## src/rtl/core/prgp_pkg.sv

```systemverilog
// Package for the point range to gray pixel block.
// Holds field widths, register indexes, iteration counts and the unit status struct.
// No dependencies.
`timescale 1ns / 1ps

package prgp_pkg;

  localparam int COORD_W = 16;
  localparam int SQ_W    = 32;   // sum of three squares stays below 2**32
  localparam int RANGE_W = 16;
  localparam int GRAY_W  = 8;
  localparam int POS_W   = 10;
  localparam int CFG_W   = 16;
  localparam int IW_W    = 11;
  localparam int DIM_W   = 13;   // holds any width or height limit up to 4096
  localparam int ADDR_W  = 2;

  localparam int SQ_STEPS   = 16;
  localparam int ROOT_STEPS = 16;
  localparam int DIV_STEPS  = 8;

  localparam logic [ADDR_W-1:0] REG_RANGE_MIN   = 2'd0;
  localparam logic [ADDR_W-1:0] REG_RANGE_MAX   = 2'd1;
  localparam logic [ADDR_W-1:0] REG_IMAGE_WIDTH = 2'd2;

  localparam logic [GRAY_W-1:0] GRAY_BLACK = 8'd0;
  localparam logic [GRAY_W-1:0] GRAY_WHITE = 8'd255;

  typedef struct packed {
    logic busy;
    logic done;
  } unit_stat_t;

endpackage

```

## src/rtl/core/point_range_to_gray_pixel.sv

```systemverilog
// Point range to gray pixel: range = floor(sqrt(x^2+y^2+z^2)), mapped to 8-bit gray.
// One word at a time: squaring, root (load, 16 steps, capture), mapping, a division when
// the range falls strictly between the limits, then the output register. The next word is
// taken only once the result is in the output register, and that waits while the register
// stays full. Synchronous active-low reset clears the pixel counters to zero and loads
// range_min_mm 1150, range_max_mm 1600, image_width 640.
`timescale 1ns / 1ps

module point_range_to_gray_pixel #(
  parameter int MAX_WIDTH  = 1024,
  parameter int MAX_HEIGHT = 1024
) (
  input  logic        clk,
  input  logic        rst_n,
  input  logic        in_tvalid,
  output logic        in_tready,
  input  logic [47:0] in_tdata,    // x_mm[15:0], y_mm[31:16], z_mm[47:32]
  input  logic        in_tuser,    // frame_start
  output logic        out_tvalid,
  input  logic        out_tready,
  output logic [47:0] out_tdata,   // gray[7:0], pixel_row[17:8], pixel_column[27:18],
                                   // range_mm[43:28], zero[47:44]
  input  logic        cfg_valid,
  output logic        cfg_ready,
  input  logic [prgp_pkg::ADDR_W-1:0] cfg_addr,
  input  logic [prgp_pkg::CFG_W-1:0]  cfg_data
);

  localparam int CW = prgp_pkg::CFG_W;
  localparam int PW = prgp_pkg::POS_W;
  localparam int DW = prgp_pkg::DIM_W;

  typedef enum logic [2:0] {
    S_IDLE, S_SQ, S_ROOT, S_MAP, S_DIV, S_DONE
  } state_t;

  state_t state_r;

  logic [CW-1:0]                 range_min_r;
  logic [CW-1:0]                 range_max_r;
  logic [prgp_pkg::IW_W-1:0]     image_width_r;
  logic [PW-1:0]                 col_r;
  logic [PW-1:0]                 row_r;
  logic [PW-1:0]                 pos_col_r;
  logic [PW-1:0]                 pos_row_r;
  logic [prgp_pkg::RANGE_W-1:0]  range_r;
  logic [prgp_pkg::GRAY_W-1:0]   gray_r;
  logic                          out_valid_r;
  logic [47:0]                   out_data_r;

  logic                          in_fire;
  logic                          sq_start;
  logic                          rt_start;
  logic                          dv_start;
  prgp_pkg::unit_stat_t          sq_stat;
  prgp_pkg::unit_stat_t          rt_stat;
  prgp_pkg::unit_stat_t          dv_stat;
  logic [prgp_pkg::SQ_W-1:0]     sq_sum;
  logic [prgp_pkg::RANGE_W-1:0]  rt_root;
  logic [prgp_pkg::GRAY_W-1:0]   dv_q;

  logic [PW-1:0]                 cur_col;
  logic [PW-1:0]                 cur_row;
  logic [DW-1:0]                 width_eff;
  logic [PW-1:0]                 col_nxt;
  logic [PW-1:0]                 row_nxt;
  logic [CW-1:0]                 span;
  logic [CW-1:0]                 above;
  logic [CW+prgp_pkg::GRAY_W-1:0] scaled;
  logic                          is_black;
  logic                          is_white;
  logic                          out_free;

  assign in_tready = (state_r == S_IDLE);
  assign in_fire   = in_tvalid && in_tready;
  assign cfg_ready = 1'b1;
  assign out_free  = !out_valid_r || out_tready;

  assign sq_start = in_fire;
  assign rt_start = (state_r == S_SQ) && sq_stat.done;
  assign dv_start = (state_r == S_MAP) && !is_black && !is_white;

  // pixel position: frame start clears before placing; width is clamped to [1, MAX_WIDTH]
  always_comb begin
    cur_col = in_tuser ? '0 : col_r;
    cur_row = in_tuser ? '0 : row_r;
    if (image_width_r == '0) begin
      width_eff = DW'(1);
    end else if (DW'(image_width_r) > DW'(MAX_WIDTH)) begin
      width_eff = DW'(MAX_WIDTH);
    end else begin
      width_eff = DW'(image_width_r);
    end
    if (DW'(cur_col) + DW'(1) >= width_eff) begin
      col_nxt = '0;
      if (DW'(cur_row) + DW'(1) >= DW'(MAX_HEIGHT)) begin
        row_nxt = '0;
      end else begin
        row_nxt = cur_row + 1'b1;
      end
    end else begin
      col_nxt = cur_col + 1'b1;
      row_nxt = cur_row;
    end
  end

  // gray mapping: clamp at the limits, else 255*(R-min)/(max-min)
  always_comb begin
    span     = range_max_r - range_min_r;
    above    = range_r - range_min_r;
    scaled   = {above, 8'd0} - (CW + prgp_pkg::GRAY_W)'(above);
    is_black = (range_r <= range_min_r);
    is_white = !is_black && ((range_max_r <= range_min_r) || (range_r >= range_max_r));
  end

  always_ff @(posedge clk) begin
    if (!rst_n) begin
      range_min_r   <= CW'(1150);
      range_max_r   <= CW'(1600);
      image_width_r <= prgp_pkg::IW_W'(640);
    end else if (cfg_valid && cfg_ready) begin
      unique case (cfg_addr)
        prgp_pkg::REG_RANGE_MIN:   range_min_r   <= cfg_data;
        prgp_pkg::REG_RANGE_MAX:   range_max_r   <= cfg_data;
        prgp_pkg::REG_IMAGE_WIDTH: image_width_r <= cfg_data[prgp_pkg::IW_W-1:0];
        default: ;
      endcase
    end
  end

  always_ff @(posedge clk) begin
    if (!rst_n) begin
      state_r     <= S_IDLE;
      out_valid_r <= 1'b0;
      col_r       <= '0;
      row_r       <= '0;
    end else begin
      // drop the word once taken; S_DONE reloads it below
      if (out_tready && state_r != S_DONE) begin
        out_valid_r <= 1'b0;
      end
      unique case (state_r)
        S_IDLE: begin
          if (in_fire) begin
            col_r   <= col_nxt;
            row_r   <= row_nxt;
            state_r <= S_SQ;
          end
        end
        S_SQ: begin
          if (sq_stat.done) begin
            state_r <= S_ROOT;
          end
        end
        S_ROOT: begin
          if (rt_stat.done) begin
            state_r <= S_MAP;
          end
        end
        S_MAP: begin
          state_r <= dv_start ? S_DIV : S_DONE;
        end
        S_DIV: begin
          if (dv_stat.done) begin
            state_r <= S_DONE;
          end
        end
        S_DONE: begin
          // hold until the output register is free
          if (out_free) begin
            out_valid_r <= 1'b1;
            state_r     <= S_IDLE;
          end
        end
        default: state_r <= S_IDLE;
      endcase
    end
  end

  always_ff @(posedge clk) begin
    if (in_fire) begin
      pos_col_r <= cur_col;
      pos_row_r <= cur_row;
    end
    if (state_r == S_ROOT && rt_stat.done) begin
      range_r <= rt_root;
    end
    if (state_r == S_MAP) begin
      gray_r <= is_black ? prgp_pkg::GRAY_BLACK : prgp_pkg::GRAY_WHITE;
    end
    if (state_r == S_DIV && dv_stat.done) begin
      gray_r <= dv_q;
    end
    if (state_r == S_DONE && out_free) begin
      out_data_r <= {4'd0, range_r, pos_col_r, pos_row_r, gray_r};
    end
  end

  assign out_tvalid = out_valid_r;
  assign out_tdata  = out_data_r;

  prgp_sq u_sq (
    .clk   (clk),
    .rst_n (rst_n),
    .start (sq_start),
    .x_mm  (in_tdata[15:0]),
    .y_mm  (in_tdata[31:16]),
    .z_mm  (in_tdata[47:32]),
    .stat  (sq_stat),
    .sum   (sq_sum)
  );

  prgp_isqrt u_isqrt (
    .clk      (clk),
    .rst_n    (rst_n),
    .start    (rt_start),
    .radicand (sq_sum),
    .stat     (rt_stat),
    .root     (rt_root)
  );

  prgp_div u_div (
    .clk      (clk),
    .rst_n    (rst_n),
    .start    (dv_start),
    .dividend (scaled),
    .divisor  (span),
    .stat     (dv_stat),
    .quotient (dv_q)
  );

  a_idle_units: assert property (@(posedge clk) disable iff (!rst_n)
    in_tready |-> !sq_stat.busy && !rt_stat.busy && !dv_stat.busy)
    else $error("unit busy while taking a new word");

  a_accept_blocks: assert property (@(posedge clk) disable iff (!rst_n)
    in_fire |=> !in_tready)
    else $error("second word taken while one is in flight");

  a_sq_done_state: assert property (@(posedge clk) disable iff (!rst_n)
    sq_stat.done |-> state_r == S_SQ)
    else $error("squarer finished outside its phase");

  a_out_from_done: assert property (@(posedge clk) disable iff (!rst_n)
    $rose(out_tvalid) |-> $past(state_r == S_DONE))
    else $error("result shown without finishing");

endmodule

```

## src/rtl/core/prgp_sq.sv

```systemverilog
// Sum of squares of three signed coordinates, one multiplier bit per cycle per lane.
// Depends on prgp_pkg.
`timescale 1ns / 1ps

module prgp_sq (
  input  logic                              clk,
  input  logic                              rst_n,
  input  logic                              start,
  input  logic signed [prgp_pkg::COORD_W-1:0] x_mm,
  input  logic signed [prgp_pkg::COORD_W-1:0] y_mm,
  input  logic signed [prgp_pkg::COORD_W-1:0] z_mm,
  output prgp_pkg::unit_stat_t              stat,
  output logic [prgp_pkg::SQ_W-1:0]         sum
);

  localparam int CntW = $clog2(prgp_pkg::SQ_STEPS);

  logic [prgp_pkg::COORD_W-1:0] a_r [3];
  logic [prgp_pkg::COORD_W-1:0] m_r [3];
  logic [prgp_pkg::SQ_W-1:0]    acc_r [3];
  logic [prgp_pkg::COORD_W-1:0] mag [3];
  logic [CntW-1:0]              cnt_r;
  logic                         busy_r;
  logic                         add_r;
  logic                         done_r;
  logic [prgp_pkg::SQ_W-1:0]    sum_r;

  always_comb begin
    mag[0] = x_mm[prgp_pkg::COORD_W-1] ? prgp_pkg::COORD_W'(-x_mm) : x_mm;
    mag[1] = y_mm[prgp_pkg::COORD_W-1] ? prgp_pkg::COORD_W'(-y_mm) : y_mm;
    mag[2] = z_mm[prgp_pkg::COORD_W-1] ? prgp_pkg::COORD_W'(-z_mm) : z_mm;
  end

  always_ff @(posedge clk) begin
    if (!rst_n) begin
      busy_r <= 1'b0;
      add_r  <= 1'b0;
      done_r <= 1'b0;
      cnt_r  <= '0;
    end else begin
      done_r <= add_r && !start;
      if (start) begin
        busy_r <= 1'b1;
        cnt_r  <= '0;
      end else if (add_r) begin
        add_r  <= 1'b0;
        busy_r <= 1'b0;
      end else if (busy_r) begin
        cnt_r <= cnt_r + 1'b1;
        if (cnt_r == CntW'(prgp_pkg::SQ_STEPS - 1)) begin
          add_r <= 1'b1;
        end
      end
    end
  end

  // MSB-first shift-add: double the partial product, add the magnitude on a one bit
  always_ff @(posedge clk) begin
    for (int i = 0; i < 3; i++) begin
      if (start) begin
        a_r[i]   <= mag[i];
        m_r[i]   <= mag[i];
        acc_r[i] <= '0;
      end else if (busy_r && !add_r) begin
        acc_r[i] <= (acc_r[i] << 1) +
                    (m_r[i][prgp_pkg::COORD_W-1] ? prgp_pkg::SQ_W'(a_r[i]) : '0);
        m_r[i]   <= m_r[i] << 1;
      end
    end
    if (add_r) begin
      sum_r <= acc_r[0] + acc_r[1] + acc_r[2];
    end
  end

  assign stat.busy = busy_r;
  assign stat.done = done_r;
  assign sum       = sum_r;

endmodule

```

## src/rtl/core/prgp_isqrt.sv

```systemverilog
// Floored integer square root, one root bit per cycle (two radicand bits shifted in).
// Depends on prgp_pkg.
`timescale 1ns / 1ps

module prgp_isqrt (
  input  logic                           clk,
  input  logic                           rst_n,
  input  logic                           start,
  input  logic [prgp_pkg::SQ_W-1:0]      radicand,
  output prgp_pkg::unit_stat_t           stat,
  output logic [prgp_pkg::RANGE_W-1:0]   root
);

  localparam int CntW = $clog2(prgp_pkg::ROOT_STEPS);
  localparam int RemW = prgp_pkg::RANGE_W + 2;

  logic [prgp_pkg::SQ_W-1:0]    n_r;
  logic [RemW-1:0]              rem_r;
  logic [prgp_pkg::RANGE_W-1:0] root_r;
  logic [CntW-1:0]              cnt_r;
  logic                         busy_r;
  logic                         done_r;
  logic [RemW-1:0]              rem_sh;
  logic [RemW-1:0]              trial;
  logic                         fits;

  always_comb begin
    rem_sh = {rem_r[RemW-3:0], n_r[prgp_pkg::SQ_W-1 -: 2]};
    trial  = {root_r, 2'b01};
    fits   = (rem_sh >= trial);
  end

  always_ff @(posedge clk) begin
    if (!rst_n) begin
      busy_r <= 1'b0;
      done_r <= 1'b0;
      cnt_r  <= '0;
    end else begin
      done_r <= !start && busy_r && (cnt_r == CntW'(prgp_pkg::ROOT_STEPS - 1));
      if (start) begin
        busy_r <= 1'b1;
        cnt_r  <= '0;
      end else if (busy_r) begin
        cnt_r <= cnt_r + 1'b1;
        if (cnt_r == CntW'(prgp_pkg::ROOT_STEPS - 1)) begin
          busy_r <= 1'b0;
        end
      end
    end
  end

  always_ff @(posedge clk) begin
    if (start) begin
      n_r    <= radicand;
      rem_r  <= '0;
      root_r <= '0;
    end else if (busy_r) begin
      n_r    <= n_r << 2;
      rem_r  <= fits ? rem_sh - trial : rem_sh;
      root_r <= {root_r[prgp_pkg::RANGE_W-2:0], fits};
    end
  end

  assign stat.busy = busy_r;
  assign stat.done = done_r;
  assign root      = root_r;

endmodule

```

## src/rtl/core/prgp_div.sv

```systemverilog
// Restoring divider for the gray scale: 24-bit dividend, 16-bit divisor, 8-bit quotient,
// one quotient bit per cycle. Depends on prgp_pkg.
`timescale 1ns / 1ps

module prgp_div (
  input  logic                           clk,
  input  logic                           rst_n,
  input  logic                           start,
  input  logic [prgp_pkg::CFG_W+prgp_pkg::GRAY_W-1:0] dividend,
  input  logic [prgp_pkg::CFG_W-1:0]     divisor,
  output prgp_pkg::unit_stat_t           stat,
  output logic [prgp_pkg::GRAY_W-1:0]    quotient
);

  localparam int CntW = $clog2(prgp_pkg::DIV_STEPS);
  localparam int DW   = prgp_pkg::CFG_W;
  localparam int QW   = prgp_pkg::GRAY_W;

  logic [DW-1:0]   rem_r;
  logic [DW-1:0]   den_r;
  logic [QW-1:0]   q_r;      // low dividend bits shift out as quotient bits shift in
  logic [CntW-1:0] cnt_r;
  logic            busy_r;
  logic            done_r;
  logic [DW:0]     t;
  logic            fits;

  always_comb begin
    t    = {rem_r, q_r[QW-1]};
    fits = (t >= {1'b0, den_r});
  end

  always_ff @(posedge clk) begin
    if (!rst_n) begin
      busy_r <= 1'b0;
      done_r <= 1'b0;
      cnt_r  <= '0;
    end else begin
      done_r <= !start && busy_r && (cnt_r == CntW'(prgp_pkg::DIV_STEPS - 1));
      if (start) begin
        busy_r <= 1'b1;
        cnt_r  <= '0;
      end else if (busy_r) begin
        cnt_r <= cnt_r + 1'b1;
        if (cnt_r == CntW'(prgp_pkg::DIV_STEPS - 1)) begin
          busy_r <= 1'b0;
        end
      end
    end
  end

  // upper dividend bits are below the divisor since the quotient fits in 8 bits
  always_ff @(posedge clk) begin
    if (start) begin
      rem_r <= dividend[DW+QW-1:QW];
      q_r   <= dividend[QW-1:0];
      den_r <= divisor;
    end else if (busy_r) begin
      rem_r <= fits ? DW'(t - {1'b0, den_r}) : t[DW-1:0];
      q_r   <= {q_r[QW-2:0], fits};
    end
  end

  assign stat.busy = busy_r;
  assign stat.done = done_r;
  assign quotient  = q_r;

endmodule
```

## config.mk

```make
export PLATFORM = sky130hd
export DESIGN_NAME = point_range_to_gray_pixel
export DESIGN_NICKNAME = d
export VERILOG_FILES = /design/src/rtl/core/prgp_pkg.sv /design/src/rtl/core/point_range_to_gray_pixel.sv /design/src/rtl/core/prgp_sq.sv /design/src/rtl/core/prgp_isqrt.sv /design/src/rtl/core/prgp_div.sv
export SDC_FILE = /design/constraint.sdc
export NUM_CORES = 1
export LEC_CHECK = 0
export ABC_CLOCK_PERIOD_IN_PS = 11070
export BUFFER_PORTS_ARGS = -buffer_cell sky130_fd_sc_hd__buf_2
export CORE_MARGIN = 3
export CORE_UTILIZATION = 40
export CTS_BUF_LIST = sky130_fd_sc_hd__clkbuf_2
export DETAILED_ROUTE_END_ITERATION = 16
export RECOVER_POWER = 50
export SYNTH_ARGS = -nofsm -noshare
export SYNTH_HDL_FRONTEND = slang
export SYNTH_HIERARCHICAL = 1
export SYNTH_SLANG_ARGS = --single-unit
```

## constraint.sdc

```tcl
create_clock -name clk -period 11.07 [get_ports clk]
set_input_delay 1.107 -clock clk [delete_from_list [all_inputs] [get_ports clk]]
set_output_delay 1.107 -clock clk [all_outputs]
set_load 0.01 [all_outputs]
```

# [After elaboration in Yosys (flattened, before gate mapping)]
# Memories as Yosys holds them, arrays and structs flattened.
# Index checks and enable logic that the tools add are counted.
# Widths: inputs -> output; s select.
[word_totals] mem_count=3 word_cells=180 ramBits=192 output_inout_bits=51 regBits=309 in_bits=72
[classes] eq_ne=16 bitwise=8 magnitude_cmp=8 muxes=56 n_reduce_logical=40 n_addsub=20
[memory_table] memory="u_sq.acc_r" words=3 word_bits=32 rd=3 rd_clocked_by_memory_dff=0 wr=3 line="prgp_sq.sv:20" rtl="logic [prgp_pkg::SQ_W-1:0] acc_r [3];"
[memory_table] memory="u_sq.a_r" words=3 word_bits=16 rd=3 rd_clocked_by_memory_dff=0 wr=3 line="prgp_sq.sv:18" rtl="logic [prgp_pkg::COORD_W-1:0] a_r [3];"
[memory_table] memory="u_sq.m_r" words=3 word_bits=16 rd=3 rd_clocked_by_memory_dff=0 wr=3 line="prgp_sq.sv:19" rtl="logic [prgp_pkg::COORD_W-1:0] m_r [3];"
[ops] operator="$mux 16" count=13
[ops] operator="$add 32x32->32" count=5
[ops] operator="$mux 32" count=5
[ops] operator="$sub 16x16->16" count=4
[ops] operator="$mux 10" count=5
[ops] operator="$neg 16->16" count=3
[ops] operator="$mux 8" count=5
[ops] operator="$le 16x16->1" count=2
[ops] operator="$sub 24x16->24" count=1
[ops] operator="$add 10x1->11 const B" count=2
[ops] operator="$add 10x1->10 const B" count=2
[ops] operator="$mux 1" count=20
[ops] operator="$ge 18x18->1" count=1
[ops] operator="$pmux 3 s6" count=1
[ops] operator="$ge 17x16->1" count=1
[ops] operator="$ge 16x16->1" count=1
[ops] operator="$logic_and 1x1->1" count=15
[ops] operator="$mux 3" count=5
[ops] operator="$ge 11x13->1" count=1
[ops] operator="$mux 13" count=1
[ops] operator="$ge 11x11->1 const B" count=1
[ops] operator="$gt 11x11->1 const B" count=1
[ops] operator="$logic_not 11->1" count=1
[ops] operator="$mux 11" count=1
[ops] operator="21 further kinds" count=51

# [Depth between registers and ports, before layout]
# Gate-level depths: netlist (run 1).
[depth] depth_word=8 ltp_mapped=21

# [Hierarchy]
# The synthesis (run 1) kept the hierarchy.
[modules_own_cells] module="prgp_sq" seq_area_each_um2=6856.6 cells_each=1442 instances=1 area_per_inst_um2=15138.3
[modules_own_cells] module="point_range_to_gray_pixel" seq_area_each_um2=3983.8 cells_each=970 instances=1 area_per_inst_um2=9051.2
[modules_own_cells] module="prgp_isqrt" seq_area_each_um2=1721.7 cells_each=344 instances=1 area_per_inst_um2=3682.3
[modules_own_cells] module="prgp_div" seq_area_each_um2=1301.2 cells_each=244 instances=1 area_per_inst_um2=2765.2

# [Least setup slack after synthesis (run 1)]
# OpenSTA, ideal clock, no wires.
[synth_timing] kind="in2reg" from="in in_tvalid" to="reg u_sq.busy_r" n_path_buf=2 arrival_time_ns=5.135 cell_stages=6 slack_ns=5.811 setup_time_ns=0.124 required_ns=10.946 cell_sequence="nand2_1 > clkbuf_1 > clkinv_1 > buf_6 > or2_2 > and2_1"
[synth_between] elab_chain_len=2 word_cells_on_any_way=3 cone_classes="mux: 1; reduce/logical: 2"
[synth_rtl] item="from (decl)" line="point_range_to_gray_pixel.sv:15" rtl="input logic in_tvalid,"
[synth_rtl] item="$logic_and 1x1->1 (*)" line="point_range_to_gray_pixel.sv:75" rtl="assign in_fire = in_tvalid && in_tready;"
[synth_rtl] item="via in_fire" line="point_range_to_gray_pixel.sv:51" rtl="logic in_fire;"
[synth_rtl] item="$mux 1 / $reduce_bool 2->1 (equally long branches)"
[synth_rtl] item="to (signal assigned)" line="prgp_sq.sv:36" rtl="busy_r <= 1'b0;"
[synth_rtl] item="to (signal assigned)" line="prgp_sq.sv:43" rtl="busy_r <= 1'b1;"
[synth_rtl] item="to (signal assigned)" line="prgp_sq.sv:47" rtl="busy_r <= 1'b0;"
[synth_rtl] item="to (decl)" line="prgp_sq.sv:23" rtl="logic busy_r;"
# Mark *: on every way through the listed nets, which the timed path passes. The rest lies on a longest branch.
# A chain may end at the register's enable or synchronous reset.

==> metrics.md, run 1 <==
| Metric | Value |
|---|---|
| Slew HR | -182% |
| Sink Count | approximately 500 |
| Cells after DPL | 3975 |
| Worst setup EP type | register |
| Crit path DAT | 7810 ps |
| Crit-path cells | nor3_1, nand2_1, clkbuf_1, clkinvlp_2, nor2_4, clkbuf_1, o221ai_1, a21oi_1 |
| Die height | 283 um |
| RSZ-0062 raised after global routing | no |
| Hold_buf cts | 16 |
| CTS Buf Count | 140 |
| Slowest cell on the critical path | clkbuf_1 |
| Worst-Margin Slew | 4230 ps |
| Core area | 75100 sq um |
| Critical path peak fanout | 63 |
| Remaining DRCs | 0 |
| HPWL after DPL | 57600 um |
| Mapped Area | 30600 sq um |
| Initial Util | roughly two fifths |
| Status | complete, but fails checks |
| First-pass detailed-route iteration total | 5 |
| Dpl ws | 5910 ps |
| DRT antenna net count | 0 |
| Final Hold Viols | 0 |
| Clock Pin Slew Worst Setup and Hold Paths | 90 ps |
| Worst hold slack | 225 ps |
| Worst VDD drop | 0.0000862 V |
| Num ports | 123 |
| Fmax | 147 MHz |
| Yosys warnings | 6 |
| Ratio of final minimum period to clock period | 61.3% |
| CP max stage delay | 2480 ps |
| Die W | 283 um |
| H-tree depth | 4 |
| Row count | 100 |
| Total power | 4.99 mW |
| Initial antenna violation count | 3 |
| Kind of start point of the critical path | register |
| Vias after detailed routing | 23700 |
| Root buf cell | clkbuf_2 |
| Clock tree from TritonCTS | done |
| Pleak | 13.0 nW |
| Layout Nets | approximately 3500 |
| Vias per inst | 5.59 |
| Hold path start | cfg_data[9] |
| Setup TNS | 0 ps |
| Slew Viols, Final | 453 |
| PortBufs | approximately 120 |
| Most frequent CP cell | clkbuf_1 |
| Fraction of layout cells with a size suffix above 1 | 13.2% |
| Final Cell Area | about 33000 sq um |
| Max Buffers Root-to-Sink | 3 |
| Worst R2R Start | state_r[2] |
| Post-CTS Setup Bufs | 0 |
| Clk Latency, worst-skew pair | 1240 ps |
| Pwr dens | 149 nW/um^2 |
| Largest net degree at the start of global routing | just under 90 |
| Initial DRC Count | roughly 1700 |
| HP Class | input port to register |
| Final core utilization | 44.6% |
| Post-route setup slack | 4280 ps |
| Failing checks | max-capacitance violations, max-slew violations |
| Vias in the first global route | 23800 |
| Setup Crit Path Kind | register to register |
| Average size of a mapped cell | 10.2 sq um |
| Final setup violation count | 0 |
| Min cycle time layout | 6790 ps |
| Non-Filler Instances | approximately 4200 |
| Global route overflow | 0 |
| Synth-to-layout area growth | 9.27% |
| MaxCap Viol Count | 9 |
| Total GRT Usage | just under 20% |
| Fillers | 7185 |
| Layout Skew | 73.9 ps |
| Mapped Cells | about 3000 |
| Data required, critical path | 12090 ps |
| GP Congestion | 0.897 |
| Drt total wl | 78100 um |
| CP startpoint | state_r[2] |
| Die ar. | roughly 80000 sq um |
| CTS resizes | 0 |
| First-pass GRT wire length | 124000 um |
| WL per Instance | 18.4 um |
| Placed Area | 32000 sq um |
critical path: cells and delay by family, from the launching register on:
family	cells	cell delay (ps)
flip-flops	1	690
AND/OR/NAND/NOR	3	580
AO/OA/AOI/OAI	2	730
buffers and inverters	3	4590
cells in the final DEF, fill, tap and decap left out, types with 19 or more instances in the layout:
master / instances
xor2_1: 65
a21o_1: 71
edfxtp_1: 383
nand2_1: 283
o21ai_0: 113
a31oi_1: 29
or2_2: 24
a21oi_1: 185
o31ai_1: 22
or3_1: 29
and3_1: 39
nand3_1: 67
ha_1: 180
dfxtp_1: 117
mux2_2: 54
o211ai_1: 40
nand4_1: 38
a211oi_1: 35
mux2i_1: 48
o21a_1: 31
nor2_1: 235
clkinv_1: 32
inv_1: 127
nand2b_1: 26
clkbuf_2: 195
nor4_1: 19
and2_1: 62
nor3_1: 67
xnor2_1: 122
buf_2: 85
nor2b_1: 49
clkbuf_1: 38
fa_1: 38
layer usage:
| layer | track usage [%] | vias to the layer above | wire (um) |
|---|---|---|---|
| met2 | 34.9 | 580 | 39500 |
| li1 | - | 11500 | - |
| met4 | 6.85 | 2 | 1860 |
| met5 | 0 | - | 13 |
| met1 | 23.5 | 11500 | 33500 |
| met3 | 3.52 | 134 | 3220 |
path summary, 6_finish.rpt:
kind / to / slack (ps) / cells after the start
worst max-delay path: u_sq/acc_r[2][9] / 4280 / 8
worst min-delay path: range_min_r[9] / 220 / 3
worst max register to register: u_sq/acc_r[2][9] / 4280 / 8
worst min register to register: out_tdata[9] / 420 / 0
layout make-up:
type / count / area [sq um] / area share [%]
multi-input combinational: 2242 / 15700 / 46.9
sequential: 501 / 13900 / 41.4
tap: 969 / 1210 / 3.62
clock buffer: 195 / 976 / 2.92
timing repair buffer: 149 / 803 / 2.40
inverter: 130 / 489 / 1.46
clock inverter: 51 / 397 / 1.19
antenna: 3 / 7.51 / 0.0224
report_power, final:
| part | internal, mW | leakage (nW) | switching [mW] |
|---|---|---|---|
| Clock | 0.642 | 1.01 | 0.793 |
| Sequential | 2.19 | 4.64 | 0.100 |
| Combinational | 0.504 | 7.31 | 0.757 |
| Total | 3.34 | 13.0 | 1.65 |
sequential cells by signal, indices dropped and copies added (netlist names), 4 cells and up:
name	count
u_isqrt/rem_r	16
u_sq/a_r	48
pos_row_r	10
col_r	10
range_r	16
u_sq/acc_r	96
out_tdata	44
range_max_r	16
u_isqrt/root	16
range_min_r	16
gray_r	8
row_r	10
u_sq/cnt_r	4
u_div/quotient	8
pos_col_r	10
u_sq/sum	32
u_div/den_r	16
u_isqrt/cnt_r	4
u_div/rem_r	16
image_width_r	11
u_sq/m_r	48
u_isqrt/n_r	32
Note: power is estimated with default switching activity, not from simulation.
==> inputs of run 2 (changes only) <==
Settings changed: ABC_CLOCK_PERIOD_IN_PS 11070 to 5850.
Clock period 11.07 ns to 5.85 ns, I/O delays scaled along.
==> run 2 against run 1 <==
Against the previous run:
- the flow still finishes with violations (max-capacitance violations, max-slew violations)
- core utilization grew 1.7 points
- critical path type unchanged
- non-clock buffer count grew 127
- combinational power grew 96%
- die area is the same
- highest routed layer is now met4
- clock skew grew 32 ps
==> metrics.md, run 2 (synthesized netlist as in run 1, its figures left out) <==
| Metric | Value |
|---|---|
| Status | complete, but fails checks |
| Failing checks | max-capacitance violations, max-slew violations |
| CP startpoint | range_r[0] |
| Reg area | 13900 sq um (unchanged) |
| Area of the multi-input gates | 15700 sq um (about the same) |
| CP max stage delay | 530 ps (-1950 ps) |
| Slew HR | -93.0% (+89 points) |
| Initial DRC Count | 1688 (+0.24%) |
| Kind of start point of the critical path | register |
| Root buf cell | clkbuf_2 |
| Ratio of final minimum period to clock period | 87.9% (+27 points) |
| H-tree depth | 4 (unchanged) |
| Num ports | 123 (unchanged) |
| WL per Instance | 18.4 um (-0.19%) |
| Top flop regs | u_sq/acc_r x96, u_sq/a_r x48, u_sq/m_r x48 |
| Fraction of layout cells with a size suffix above 1 | 12.2% (-1.0 points) |
| Final Cell Area | 34700 sq um (+3.8%) |
| Max reg flops | 96 (unchanged) |
| Worst setup EP type | register |
| Critical path peak fanout | 7 (-89%) |
| Vias per inst | 5.52 (-1.1%) |
| Final setup violation count | 0 (unchanged) |
| Largest net degree at the start of global routing | 63 (-28%) |
| Crit-path cells | inv_1, ha_1, fa_1, nor2b_1, o2111ai_1, a21o_1, xnor2_1, inv_1, ha_1, a41oi_1, a311oi_1, a31oi_1, maj3_2, or2_1, a41oi_1, nand3_1, a221o_1 |
| R2r setup slk | 710 ps (-3570 ps) |
| First-pass detailed-route iteration total | 5 (unchanged) |
| Die W | 283 um (unchanged) |
| Pleak | 13.6 nW (+4.7%) |
| PortBufs | 117 (unchanged) |
| Clock Pin Slew Worst Setup and Hold Paths | 90 ps (about the same) |
| Core area | 75100 sq um (unchanged) |
| Data required, critical path | 6870 ps (-5220 ps) |
| Vias after detailed routing | 24200 (+2.1%) |
| Hold path depth | 4 (+1) |
| Remaining DRCs | 0 (unchanged) |
| Final Hold Viols | 0 (unchanged) |
| Most common cell after layout, fill and taps aside | edfxtp_1 |
| Levels on crit path | 17 (+9) |
| Worst R2R Start | range_r[0] |
| Max Buffers Root-to-Sink | 3 (unchanged) |
| Critical path's top delay family | compound AO/OA/AOI/OAI gates |
| Post-CTS Setup Bufs | 0 (unchanged) |
| MaxCap Viol Count | 6 (-3) |
| Worst reg2reg path depth | 17 (+9) |
| R2r endpoint | u_div/rem_r[11] |
| Hold path start | cfg_data[14] |
| Crit path DAT | 6160 ps (-1650 ps) |
| CTS Buf Count | 140 (unchanged) |
| Layout Skew | 106 ps (+32.0 ps) |
| Sink Count | 501 (unchanged) |
| Worst Hold End | range_max_r[14] |
| Die height | 283 um (unchanged) |
| Min cycle time layout | 5140 ps (-1650 ps) |
| Worst VDD drop | 0.000149 V (+72%) |
| Layout Nets | 3581 (+3.7%) |
| Total GRT Usage | 20.0% (+0.54 points) |
| DRT antenna net count | 0 (unchanged) |
| Final core utilization | 46.2% (+1.7 points) |
| Row count | 100 (unchanged) |
| Drt total wl | 80500 um (+3.0%) |
| Fmax | 194 MHz (+32%) |
| Worst-Margin Slew | 2900 ps (-1340 ps) |
| Synth-to-layout area growth | 13.4% |
| First-pass GRT wire length | 127000 um (+2.6%) |
| Setup TNS | 0 ps (unchanged) |
| Clk Latency, worst-skew pair | 1320 ps (+80 ps) |
| Most frequent cells in the layout | edfxtp_1, nand2_1, nor2_1 |
| Pwr dens | 274 nW/um^2 (+84%) |
| Initial Util | 40.8% (unchanged) |
| Global route overflow | 0 (unchanged) |
| Initial antenna violation count | 2 (-1) |
| Vias in the first global route | 24100 (+1.6%) |
| RSZ-0062 raised after global routing | no |
| GP Congestion | 0.926 (+3.3%) |
| HPWL after DPL | 58400 um (+1.5%) |
| Setup Crit Path Kind | register to register |
| Clock tree from TritonCTS | done |
| Fillers | 7121 (-0.89%) |
| HP Class | input port to register |
| Slew Viols, Final | 256 (-43%) |
| Placed Area | 32100 sq um (+0.19%) |
| Die ar. | 79900 sq um (unchanged) |
| Slowest cell on the critical path | xnor2_1 |
| Top reg by flops | u_sq/acc_r |
| WP buf/inv | 2 (-1) |
run 2: changes by cell type in the layout (fill, tap and decap cells not counted), sizes merged:
cell	before	now
inv	129	134
dlygate4sd3	16	140
clkinv	43	40
bufinv	7	5
clkinvlp	2	4
diode	3	8
buf	95	76
clkbuf	233	258
run 2: worst max-delay path by stage:
stage / to / slack (ps)
finish: u_div/rem_r[11] / 710
global route: u_div/rem_r[11] / 320
CTS: u_div/rem_r[11] / 770
detailed placement: u_div/rem_r[11] / 780
global placement: u_div/rem_r[11] / 890
floorplan: u_div/quotient[0] / 690
run 2: power by group:
group | total (mW) | switching (mW) | internal, mW
registers | 4.33 | 0.190 | 4.14
clock network | 2.72 | 1.57 | 1.15
logic | 2.47 | 1.45 | 1.02
run 2: per-layer routing:
metal / wire length, um / vias to the layer above / part of all wire [%] / GRT usage [%]
li1: - / 11700 / - / -
met1: 34400 / 11600 / 43 / 24.4
met2: 40200 / 708 / 50 / 35.2
met3: 3570 / 163 / 4.4 / 3.60
met4: 2250 / 0 / 2.8 / 7.72
met5: 0 / - / 0 / 0
run 2: metrics by stage:
step	power (mW)	cells	hold WS [ps]	setup WS, ps
after detailed placement	6.77	3978	406	780
final	9.52	4377	174	706
after global routing	10.2	4377	14.6	325
after floorplan	6.17	3000	400	693
after global placement	6.72	3978	407	891
after CTS	9.64	4369	1.34	771
run 2: final cells by class:
class,instances,share of cell area (%)
clock inverters,53,1.06
clock buffers,198,2.85
repair buffers,276,6.00
diodes,8,0.0577
multi-input cells,2242,45.2
well taps,969,3.49
flip-flops and latches,501,39.9
inverters,130,1.41
run 2: worst register-to-register path: stages (launching register included):
cell       delay, ps
edfxtp_1         350
inv_1             60
ha_1             220
fa_1             420
nor2b_1          170
o2111ai_1        190
a21o_1           260
xnor2_1          530
inv_1            270
ha_1             430
a41oi_1          120
a311oi_1         390
a31oi_1          210
maj3_2           400
or2_1            260
a41oi_1          190
nand3_1           90
a221o_1          340
run 2: what timing repair did:
action,4_1_cts,5_1_grt
hold buffers,140,0
gates resized for setup,0,0
hold endpoints to repair,190,0
